===== config.mk =====
export PLATFORM = sky130hd
export DESIGN_NAME = four_level_page_table_walker_unit
export DESIGN_NICKNAME = d
export VERILOG_FILES = /design/src/sv/fltpw_pkg.sv /design/src/sv/four_level_page_table_walker_unit.sv /design/src/sv/fltpw_step.sv
export SDC_FILE = /design/constraint.sdc
export NUM_CORES = 1
export LEC_CHECK = 0
export BUFFER_PORTS_ARGS = -buffer_cell sky130_fd_sc_hd__buf_2
export CAP_MARGIN = 25
export CORE_ASPECT_RATIO = 0.75
export CORE_MARGIN = 3
export CORE_UTILIZATION = 40
export CTS_CLUSTER_DIAMETER = 60
export DETAILED_ROUTE_END_ITERATION = 12
export GPL_TIMING_DRIVEN = 1
export HOLD_SLACK_MARGIN = 0.08
export PLACE_DENSITY = 0.7
export SLEW_MARGIN = 20
export SYNTH_ARGS = -nofsm -noshare
export SYNTH_HDL_FRONTEND = slang
export SYNTH_SLANG_ARGS = --single-unit

===== constraint.sdc =====
create_clock -name clk -period 5.62 [get_ports clk]
set_clock_uncertainty 0.2 [all_clocks]
set_input_delay 1.124 -clock clk [delete_from_list [all_inputs] [get_ports clk]]
set_output_delay 1.124 -clock clk [all_outputs]
set_load 0.01 [all_outputs]

===== src/sv/fltpw_pkg.sv =====
`timescale 1ns / 1ps
// ----------------------------------------------------------------------------
// fltpw_pkg
// shared types and constants of the four-level page table walker
// ----------------------------------------------------------------------------
package fltpw_pkg;

  localparam int unsigned VaW    = 48;
  localparam int unsigned PaW    = 52;
  localparam int unsigned EntryW = 64;
  localparam int unsigned IdxW   = 9;

  // bit positions inside a table entry
  localparam int unsigned BitPresent = 0;
  localparam int unsigned BitLarge   = 7;

  // virtual address index shifts per level
  localparam int unsigned ShiftPml4 = 39;
  localparam int unsigned ShiftPdpt = 30;
  localparam int unsigned ShiftPd   = 21;
  localparam int unsigned ShiftPt   = 12;

  // input function codes
  localparam logic FUNC_TRANSLATE = 1'b0;
  localparam logic FUNC_ENTRY     = 1'b1;

  // result kind codes
  localparam logic KIND_READ = 1'b0;
  localparam logic KIND_DONE = 1'b1;

  typedef enum logic [1:0] {
    LVL_PML4 = 2'd0,
    LVL_PDPT = 2'd1,
    LVL_PD   = 2'd2,
    LVL_PT   = 2'd3
  } level_t;

  typedef struct packed {
    logic             busy;
    level_t           level;
    logic [VaW-1:0]   saved_va;
  } walk_state_t;

  typedef struct packed {
    logic             kind;
    logic [PaW-1:0]   address;
    logic             fault;
  } walk_result_t;

endpackage


===== src/sv/four_level_page_table_walker_unit.sv =====
`timescale 1ns / 1ps
// ----------------------------------------------------------------------------
// four_level_page_table_walker_unit
// x86-64 four-level page walk: turns translate requests and returned table
// entries into entry read requests and finished translations
// ----------------------------------------------------------------------------
//  channel  direction  handshake            payload
//  in       input      in_valid / in_ready  func, virtual_address, entry_value,
//                                           read_error
//  out      output     out_valid/out_ready  kind, address, fault
//  cfg      input      cfg_wr_en            cfg_wr_data (table base)
//
//  one beat per cycle while out_ready stays high; a beat's result is registered
//  in the result register and can leave once out_ready is high
//  walk state lives next to the step logic and is updated as each beat
//  leaves the input register, so back-to-back beats see each other in order
//  a stalled result register holds the input register, and in_ready drops
//  only when both are full and out_ready is low
//  synchronous active-low reset clears valid flags, walk state and table base
// ----------------------------------------------------------------------------
module four_level_page_table_walker_unit (
  input  logic                              clk,
  input  logic                              rst_n,
  // configuration
  input  logic                              cfg_wr_en,
  input  logic [fltpw_pkg::PaW-1:0]         cfg_wr_data,
  // input channel
  input  logic                              in_valid,
  output logic                              in_ready,
  input  logic                              in_func,
  input  logic [fltpw_pkg::VaW-1:0]         in_virtual_address,
  input  logic [fltpw_pkg::EntryW-1:0]      in_entry_value,
  input  logic                              in_read_error,
  // result channel
  output logic                              out_valid,
  input  logic                              out_ready,
  output logic                              out_kind,
  output logic [fltpw_pkg::PaW-1:0]         out_address,
  output logic                              out_fault
);

  // table base register
  logic [fltpw_pkg::PaW-1:0]      table_base_r;

  // input register
  logic                           in_vld_r;
  logic                           func_r;
  logic [fltpw_pkg::VaW-1:0]      va_r;
  logic [fltpw_pkg::EntryW-1:0]   entry_r;
  logic                           rerr_r;

  // walk state
  fltpw_pkg::walk_state_t         walk_r;
  fltpw_pkg::walk_state_t         walk_nxt;

  // result register
  logic                           out_vld_r;
  fltpw_pkg::walk_result_t        res_r;
  fltpw_pkg::walk_result_t        res_nxt;
  logic                           has_res;

  logic                           step_go;
  logic                           in_beat;

  // the staged beat moves on when the result register is free or draining
  assign step_go  = in_vld_r && (!out_vld_r || out_ready);
  assign in_ready = !in_vld_r || step_go;
  assign in_beat  = in_valid && in_ready;

  fltpw_step u_step (
    .func            (func_r),
    .virtual_address (va_r),
    .entry_value     (entry_r),
    .read_error      (rerr_r),
    .table_base      (table_base_r),
    .state_cur       (walk_r),
    .state_nxt       (walk_nxt),
    .has_result      (has_res),
    .result          (res_nxt)
  );

  // configuration write, no handshake
  always_ff @(posedge clk) begin
    if (!rst_n) begin
      table_base_r <= '0;
    end else if (cfg_wr_en) begin
      table_base_r <= cfg_wr_data;
    end
  end

  // input register
  always_ff @(posedge clk) begin
    if (!rst_n) begin
      in_vld_r <= 1'b0;
    end else if (in_ready) begin
      in_vld_r <= in_valid;
    end
  end

  always_ff @(posedge clk) begin
    if (in_beat) begin
      func_r  <= in_func;
      va_r    <= in_virtual_address;
      entry_r <= in_entry_value;
      rerr_r  <= in_read_error;
    end
  end

  // walk state advances once per staged beat
  always_ff @(posedge clk) begin
    if (!rst_n) begin
      walk_r <= '{busy: 1'b0, level: fltpw_pkg::LVL_PML4, saved_va: '0};
    end else if (step_go) begin
      walk_r <= walk_nxt;
    end
  end

  // result register; entries arriving while idle leave no result
  always_ff @(posedge clk) begin
    if (!rst_n) begin
      out_vld_r <= 1'b0;
    end else if (step_go && has_res) begin
      out_vld_r <= 1'b1;
    end else if (out_ready) begin
      out_vld_r <= 1'b0;
    end
  end

  always_ff @(posedge clk) begin
    if (step_go && has_res) begin
      res_r <= res_nxt;
    end
  end

  assign out_valid   = out_vld_r;
  assign out_kind    = res_r.kind;
  assign out_address = res_r.address;
  assign out_fault   = res_r.fault;

endmodule


===== src/sv/fltpw_step.sv =====
`timescale 1ns / 1ps
// ----------------------------------------------------------------------------
// fltpw_step
// one walk step: next walk state and result for a request or returned entry
// ----------------------------------------------------------------------------
module fltpw_step (
  input  logic                                  func,
  input  logic [fltpw_pkg::VaW-1:0]             virtual_address,
  input  logic [fltpw_pkg::EntryW-1:0]          entry_value,
  input  logic                                  read_error,
  input  logic [fltpw_pkg::PaW-1:0]             table_base,
  input  fltpw_pkg::walk_state_t                state_cur,
  output fltpw_pkg::walk_state_t                state_nxt,
  output logic                                  has_result,
  output fltpw_pkg::walk_result_t               result
);

  logic [fltpw_pkg::PaW-1:0] frame_4k;
  logic [fltpw_pkg::PaW-1:0] base_4k;
  logic                      large_pg;
  logic                      entry_bad;

  // entry address: 4k-aligned frame with the 9-bit index in bits 11:3
  function automatic logic [fltpw_pkg::PaW-1:0] entry_addr(
    input logic [fltpw_pkg::PaW-1:0] frame,
    input logic [fltpw_pkg::IdxW-1:0] idx
  );
    entry_addr = {frame[fltpw_pkg::PaW-1:12], idx, 3'b000};
  endfunction

  assign frame_4k  = {entry_value[fltpw_pkg::PaW-1:12], 12'h000};
  assign base_4k   = {table_base[fltpw_pkg::PaW-1:12], 12'h000};
  assign large_pg  = entry_value[fltpw_pkg::BitLarge];
  assign entry_bad = read_error || !entry_value[fltpw_pkg::BitPresent];

  always_comb begin
    state_nxt  = state_cur;
    has_result = 1'b0;
    result     = '{kind: fltpw_pkg::KIND_DONE, address: '0, fault: 1'b1};

    if (func == fltpw_pkg::FUNC_TRANSLATE) begin
      has_result = 1'b1;
      if (table_base == '0 || virtual_address == '0) begin
        state_nxt.busy  = 1'b0;
        state_nxt.level = fltpw_pkg::LVL_PML4;
      end else begin
        state_nxt.busy     = 1'b1;
        state_nxt.level    = fltpw_pkg::LVL_PML4;
        state_nxt.saved_va = virtual_address;
        result.kind        = fltpw_pkg::KIND_READ;
        result.fault       = 1'b0;
        result.address     = entry_addr(base_4k,
          virtual_address[fltpw_pkg::ShiftPml4 +: fltpw_pkg::IdxW]);
      end
    end else if (state_cur.busy) begin
      has_result = 1'b1;
      if (entry_bad) begin
        state_nxt.busy  = 1'b0;
        state_nxt.level = fltpw_pkg::LVL_PML4;
      end else begin
        result.fault = 1'b0;
        unique case (state_cur.level)
          fltpw_pkg::LVL_PML4: begin
            state_nxt.level = fltpw_pkg::LVL_PDPT;
            result.kind     = fltpw_pkg::KIND_READ;
            result.address  = entry_addr(frame_4k,
              state_cur.saved_va[fltpw_pkg::ShiftPdpt +: fltpw_pkg::IdxW]);
          end
          fltpw_pkg::LVL_PDPT: begin
            if (large_pg) begin
              state_nxt.busy  = 1'b0;
              state_nxt.level = fltpw_pkg::LVL_PML4;
              result.address  = {entry_value[fltpw_pkg::PaW-1:30],
                                 state_cur.saved_va[29:0]};
            end else begin
              state_nxt.level = fltpw_pkg::LVL_PD;
              result.kind     = fltpw_pkg::KIND_READ;
              result.address  = entry_addr(frame_4k,
                state_cur.saved_va[fltpw_pkg::ShiftPd +: fltpw_pkg::IdxW]);
            end
          end
          fltpw_pkg::LVL_PD: begin
            if (large_pg) begin
              state_nxt.busy  = 1'b0;
              state_nxt.level = fltpw_pkg::LVL_PML4;
              result.address  = {entry_value[fltpw_pkg::PaW-1:21],
                                 state_cur.saved_va[20:0]};
            end else begin
              state_nxt.level = fltpw_pkg::LVL_PT;
              result.kind     = fltpw_pkg::KIND_READ;
              result.address  = entry_addr(frame_4k,
                state_cur.saved_va[fltpw_pkg::ShiftPt +: fltpw_pkg::IdxW]);
            end
          end
          fltpw_pkg::LVL_PT: begin
            state_nxt.busy  = 1'b0;
            state_nxt.level = fltpw_pkg::LVL_PML4;
            result.address  = {entry_value[fltpw_pkg::PaW-1:12],
                               state_cur.saved_va[11:0]};
          end
          default: begin
            state_nxt.busy  = 1'b0;
            state_nxt.level = fltpw_pkg::LVL_PML4;
          end
        endcase
      end
    end
  end

endmodule


==> Word-level counts from Yosys, hierarchy flattened <==
Index checks and enable logic that the tools add are counted.
{ "word_totals": {"regBits": 252, "latchBits": 0, "ram_bits": 0, "romBits": 0, "wordCells": 58, "n_memories": 0} }
{ "op_classes": {"addsub": 0, "n_mul": 0, "div": 0, "magnitude_cmp": 0, "n_eq_ne": 4, "n_shift": 0, "n_mux": 22, "bitwise": 2, "n_reduce_logical": 17} }
{ "ops": {"columns": ["cell", "n"], "rows": [
  ["2-to-1 mux 54 bit", 4],
  ["one-hot mux 52 bit (4 select lines)", 1],
  ["logical NOT 52 bit", 1],
  ["logical NOT 48 bit", 1],
  ["2-to-1 mux 30 bit", 1],
  ["2-to-1 mux 21 bit", 1],
  ["2-to-1 mux 3 bit", 4],
  ["one-hot mux 2 bit (4 select lines)", 1],
  ["2-to-1 mux 1 bit", 6],
  ["== test 2 bit, second input constant", 2],
  ["logical OR 1 bit", 4],
  ["2-to-1 mux 2 bit", 2],
  ["one-hot mux 1 bit (2 select lines)", 2],
  ["logical AND 1 bit", 3],
  ["logical NOT 1 bit", 3],
  ["AND reduction 3 bit", 1],
  ["== test 2 x 1 -> 1 bit, second input constant", 1],
  ["logical NOT 2 bit", 1],
  ["inequality test 2 x 1 -> 1 bit, second input constant", 1],
  ["NOT 1 bit", 2],
  ["AND reduction 2 bit", 1],
  ["nonzero test 2 bit", 1],
  ["OR reduction 2 bit", 1]
]} }

==> Depth between registers and ports, before layout <==
{ "logic_depth": {"ltp_word": 6, "depth_mapped": 8, "depth_no_buf": 7} }

==> Cells and area by module <==
From an unflattened synthesis, not the netlist that was laid out.
{ "unflattened": {"cells_unflattened": 1166, "hier_area_um2": 13015.0} }
{ "by_module_without_submodules": {"columns": ["module", "instances", "cells_per_inst", "area_per_inst_um2", "seq_area_each_um2"], "rows": [
  ["four_level_page_table_walker_unit", 1, 569, 9180.1, 7146.9],
  ["fltpw_step", 1, 597, 3834.9, 0.0]
]} }

==> Worst setup path after synthesis <==
No wires, ideal clock.
{ "synth_timing": {"path_type": "input port to flip-flop", "startpoint": "input out_ready", "endpoint": "register entry_r[0] in the netlist's numbering (enable)", "arrival_time_ps": 3471, "required_ps": 4959, "path_slack_ps": 1488, "stages": 2, "cell_sequence": "nand3b_1 and2_1"} }
{ "synth_via": {"elab_chain_len": 4} }
{ "synth_lines": {"columns": ["item", "line", "text"], "rows": [
  ["start, declared", "four_level_page_table_walker_unit.sv:36", "input logic out_ready,"],
  ["logical OR 1 bit", "four_level_page_table_walker_unit.sv:66", "assign step_go = in_vld_r && (!out_vld_r || out_ready);"],
  ["logical AND 1 bit", "four_level_page_table_walker_unit.sv:66", null],
  ["logical OR 1 bit", "four_level_page_table_walker_unit.sv:67", "assign in_ready = !in_vld_r || step_go;"],
  ["logical AND 1 bit", "four_level_page_table_walker_unit.sv:68", "assign in_beat = in_valid && in_ready;"],
  ["via in_beat", "four_level_page_table_walker_unit.sv:63", "logic in_beat;"],
  ["end signal, assigned", "four_level_page_table_walker_unit.sv:104", "entry_r <= in_entry_value;"],
  ["end, declared", "four_level_page_table_walker_unit.sv:49", "logic [fltpw_pkg::EntryW-1:0] entry_r;"]
]} }
The timed path passes the listed nets, and every way through them passes these cells.
A chain may end at the register's enable or synchronous reset.

==> Worst setup path after layout <==
{ "layout_timing": {"startpoint": "input out_ready", "endpoint": "output in_ready"} }
{ "layout_via": {"elab_chain_len": 3} }
{ "layout_lines": {"columns": ["item", "line", "text"], "rows": [
  ["logical OR 1 bit", "four_level_page_table_walker_unit.sv:66", null],
  ["logical AND 1 bit", "four_level_page_table_walker_unit.sv:66", null],
  ["logical OR 1 bit", "four_level_page_table_walker_unit.sv:67", null],
  ["end, declared", "four_level_page_table_walker_unit.sv:29", "output logic in_ready,"]
]} }
No other way between the ends.

==> load_flow_metrics.sql <==
INSERT INTO impl_metrics (metric_group, metric, value, unit) VALUES
('worst_hold_path', 'worstHoldEndpoint', 'walk_r[1]$_SDFFE_PN0P_', ''),
('drt', 'wl_met3', '1951', 'um'),
('drt', 'detail_route.wirelength.met1', '11410', 'um'),
('critical_path', 'worstReg2RegStart', 'table_base_r[39]$_SDFFE_PN0P_', ''),
('sta', 'max_slew.worst_pin.slew', '1.015', 'ns'),
('sta', 'tns', '0', 'ns'),
('clock_tree', 'post_cts_resize_count', '0', ''),
('die', 'die_h', '138.5', 'um'),
('global_route', 'grt_use_total', '0.1813', ''),
('global_route', 'first_global_vias', '6136', ''),
('place', 'detailed_place_hpwl', '16590', 'um'),
('clock_tree', 'clkSlewWorstSetupHoldPaths', '0.06', 'ns'),
('worst_hold_path', 'whs_path_depth', '2', ''),
('clock_tree', 'postCtsSetupBuffers', '0', ''),
('run', 'max_cap_violations', '0', ''),
('global_route', 'grt_antenna_before_repair', '0', ''),
('sta', 'grt_setup_unrepaired', 'no', ''),
('critical_path', 'cp.arrival', '1.61', 'ns'),
('clock_tree', 'cts_inserted_buffers', '24', ''),
('clock_tree', 'cts_hold_repair.buffers', '0', ''),
('drt', 'antenna_violating_nets_post_route', '0', ''),
('place', 'routabilityCongestion', '0.8294', ''),
('outcome', 'status', 'complete, no violations', ''),
('critical_path', 'cp-startpoint', 'out_ready', ''),
('final_layout', 'multi_input_comb_area', '2864', 'sq um'),
('clock_tree', 'clock_tree.root_cell', 'sky130_fd_sc_hd__clkbuf_16', ''),
('power', 'ir_drop', '183.9', 'uV'),
('power', 'cellLeakagePower', '0.004447', 'uW'),
('drt', 'vias_per_cell', '5.197', ''),
('place', 'place.detailed.instances', '1171', ''),
('synth', 'synth.cell_area', '9365', 'sq um'),
('drt', 'detail_route.drc_violations', '0', ''),
('synth', 'synth_largest_type_area_fraction', '0.4681', ''),
('global_route', 'maximum_number_of_pins_on_one_net_before_global_route_repair', '101', ''),
('place', 'dpl_worst_slack', '2.326', 'ns'),
('clock_tree', 'cts-root-to-sink-buffers', '3', ''),
('synth', 'synth_seq_area_share', '0.6733', ''),
('final_layout', 'insertedDiodeCount', '0', ''),
('synth', 'synth.ff_latch_count', '242', ''),
('critical_path', 'reg2reg_setup_slack', '2.75', 'ns'),
('die', 'die_outline_area', '25300', 'sq um'),
('critical_path', 'critPathMaxFanout', '3', ''),
('critical_path', 'kind_of_end_point_of_the_critical_path', 'primary output', ''),
('synth', 'ys_types', '35', ''),
('synth', 'yosys_warnings', '0', ''),
('final_layout', 'final_core_utilization', '0.5083', ''),
('drt', 'postRouteWirelength', '23940', 'um'),
('die', 'core', '22520', 'sq um'),
('power', 'power-per-cell-area', '339.7', 'nW/um^2'),
('final_layout', 'fillCellCount', '2018', ''),
('final_layout', 'final_nets', '1080', ''),
('clock_tree', 'numClockSinks', '242', ''),
('critical_path', 'ff2ff_path_depth', '6', ''),
('clock_tree', 'clkLatencyLatePin', '0.51', 'ns'),
('final_layout', 'ff_latch_area', '6306', 'sq um'),
('critical_path', 'criticalPathCategory', 'primary input to primary output', ''),
('drt', 'detailed_route_wire_length_per_cell', '19.70', 'um'),
('synth', 'netlist_instances', '708', ''),
('synth', 'netlist.top_cell.by_area', 'sky130_fd_sc_hd__edfxtp_1', ''),
('final_layout', 'layout_cells_sized_above_1', '0.2725', ''),
('critical_path', 'worstPathRequired', '4.30', 'ns'),
('sta', 'fin_ws', '2.690', 'ns'),
('critical_path', 'setup.worst_path.start_class', 'primary input', ''),
('synth', 'netlist_top_cells_area', 'sky130_fd_sc_hd__edfxtp_1, sky130_fd_sc_hd__dfxtp_1, sky130_fd_sc_hd__mux2i_1, sky130_fd_sc_hd__nor2b_1, sky130_fd_sc_hd__nand2_1', ''),
('drt', 'highest_signal_layer_in_the_routed_design', 'met4', ''),
('die', 'die_width', '182.7', 'um'),
('sta', 'setup_violating_endpoint_count_in_the_final_report', '0', ''),
('worst_hold_path', 'min_from', 'walk_r[1]$_SDFFE_PN0P_', ''),
('final_layout', 'fin_cells', '1215', ''),
('place', 'numPortBuffers', '204', ''),
('die', 'ioPinCount', '227', '');
## report_power, final
part	internal (uW)	leakage (uW)	total (uW)	switching, uW
clock network	949	0.000382	1610	658
registers	1980	0.00217	2030	53.4
logic	116	0.00190	250	134
## layout by cell type (no fill, tap or decap), drive strengths merged, types with 2 or more instances in the layout
master and count:
o21ai 10, nand4 5, clkbuf 35, ha 6
a22oi 27, edfxtp 146, a211oi 2, inv 7
clkinv 6, a21oi 14, a22o 31, buf 214
bufinv 2, nor3 4, nor2 15, and2 3
o2bb2ai 18, nand2 89, dfxtp 96, nor4 27
a21boi 2, nor2b 55, nand3 3, nand2b 4
mux2i 91
## stage by stage
stage,area [sq um],hold WS [ns]
3_3_place_gp,10660,0.2379
5_1_grt,11450,0.2748
3_5_place_dp,10660,0.2471
6_report,11450,0.2561
2_1_floorplan,9365,0.2301
4_1_cts,11450,0.2581
## state kept, by name, summed over array words and instances, names as in the netlist
signal / flops
entry_r: 42
func_r: 1
in_vld_r: 1
out_address: 52
out_fault: 1
out_kind: 1
out_valid: 1
rerr_r: 1
table_base_r: 52
va_r: 48
walk_r: 42
## how the worst max path moves through the flow
| stage | cells past startpoint | endpoint |
|---|---|---|
| after floorplan | 2 | entry_r[0]$_DFFE_PP_ |
| after global placement | 5 | out_address[15]$_DFFE_PP_ |
| after detailed placement | 5 | out_address[14]$_DFFE_PP_ |
| after CTS | 6 | out_address[43]$_DFFE_PP_ |
| after global routing | 6 | out_address[43]$_DFFE_PP_ |
| final | 3 | in_ready |
## critical path, cell delays in order
cell and delay, ns:
sky130_fd_sc_hd__buf_2 0.12, sky130_fd_sc_hd__nand3b_1 0.19, sky130_fd_sc_hd__buf_2 0.17
## per-layer routing
metal,up-vias,track usage
li1,3007,-
met1,3023,0.2836
met2,261,0.2697
met3,23,0.02941
met4,0,0.03005
met5,-,0
## synthesized netlist by cell type, drive strengths merged
cell type,n
and2,3
nand4b,1
nand3b,1
clkbuf,34
a21boi,2
o211ai,1
mux2i,91
o2bb2ai,18
and4b,1
nand2b,4
a22o,31
o311a,1
edfxtp,146
a22oi,27
a2111o,1
a211oi,2
nand2,89
a21oi,14
nand3,3
nand4,5
ha,6
buf,11
dfxtp,96
nor2b,55
nor4,27
or4,1
and3,1
o21ai,10
inv,7
nor3,4
nor2,15
## final cells by class
cell class,count,share of cell area
Multi-Input combinational cell,414,0.2502
Clock inverter,9,0.008197
Timing Repair Buffer,214,0.09574
Tap cell,294,0.03213
Sequential cell,242,0.5508
Clock buffer,35,0.06066
Inverter,7,0.002295
## cells by family (layout without fill, tap and decap cells)
family | count (synthesis) | after routing | synth area share
adder cells (fa/ha/maj) | 6 | 6 | 0.008016
multiplexers | 91 | 91 | 0.09726
AO/OA/AOI/OAI | 107 | 107 | 0.08657
AND/OR/NAND/NOR | 210 | 210 | 0.1125
buffers and inverters | 52 | 265 | 0.02231
flip-flops | 242 | 242 | 0.6733
Note: power is estimated with default switching activity, not from simulation.
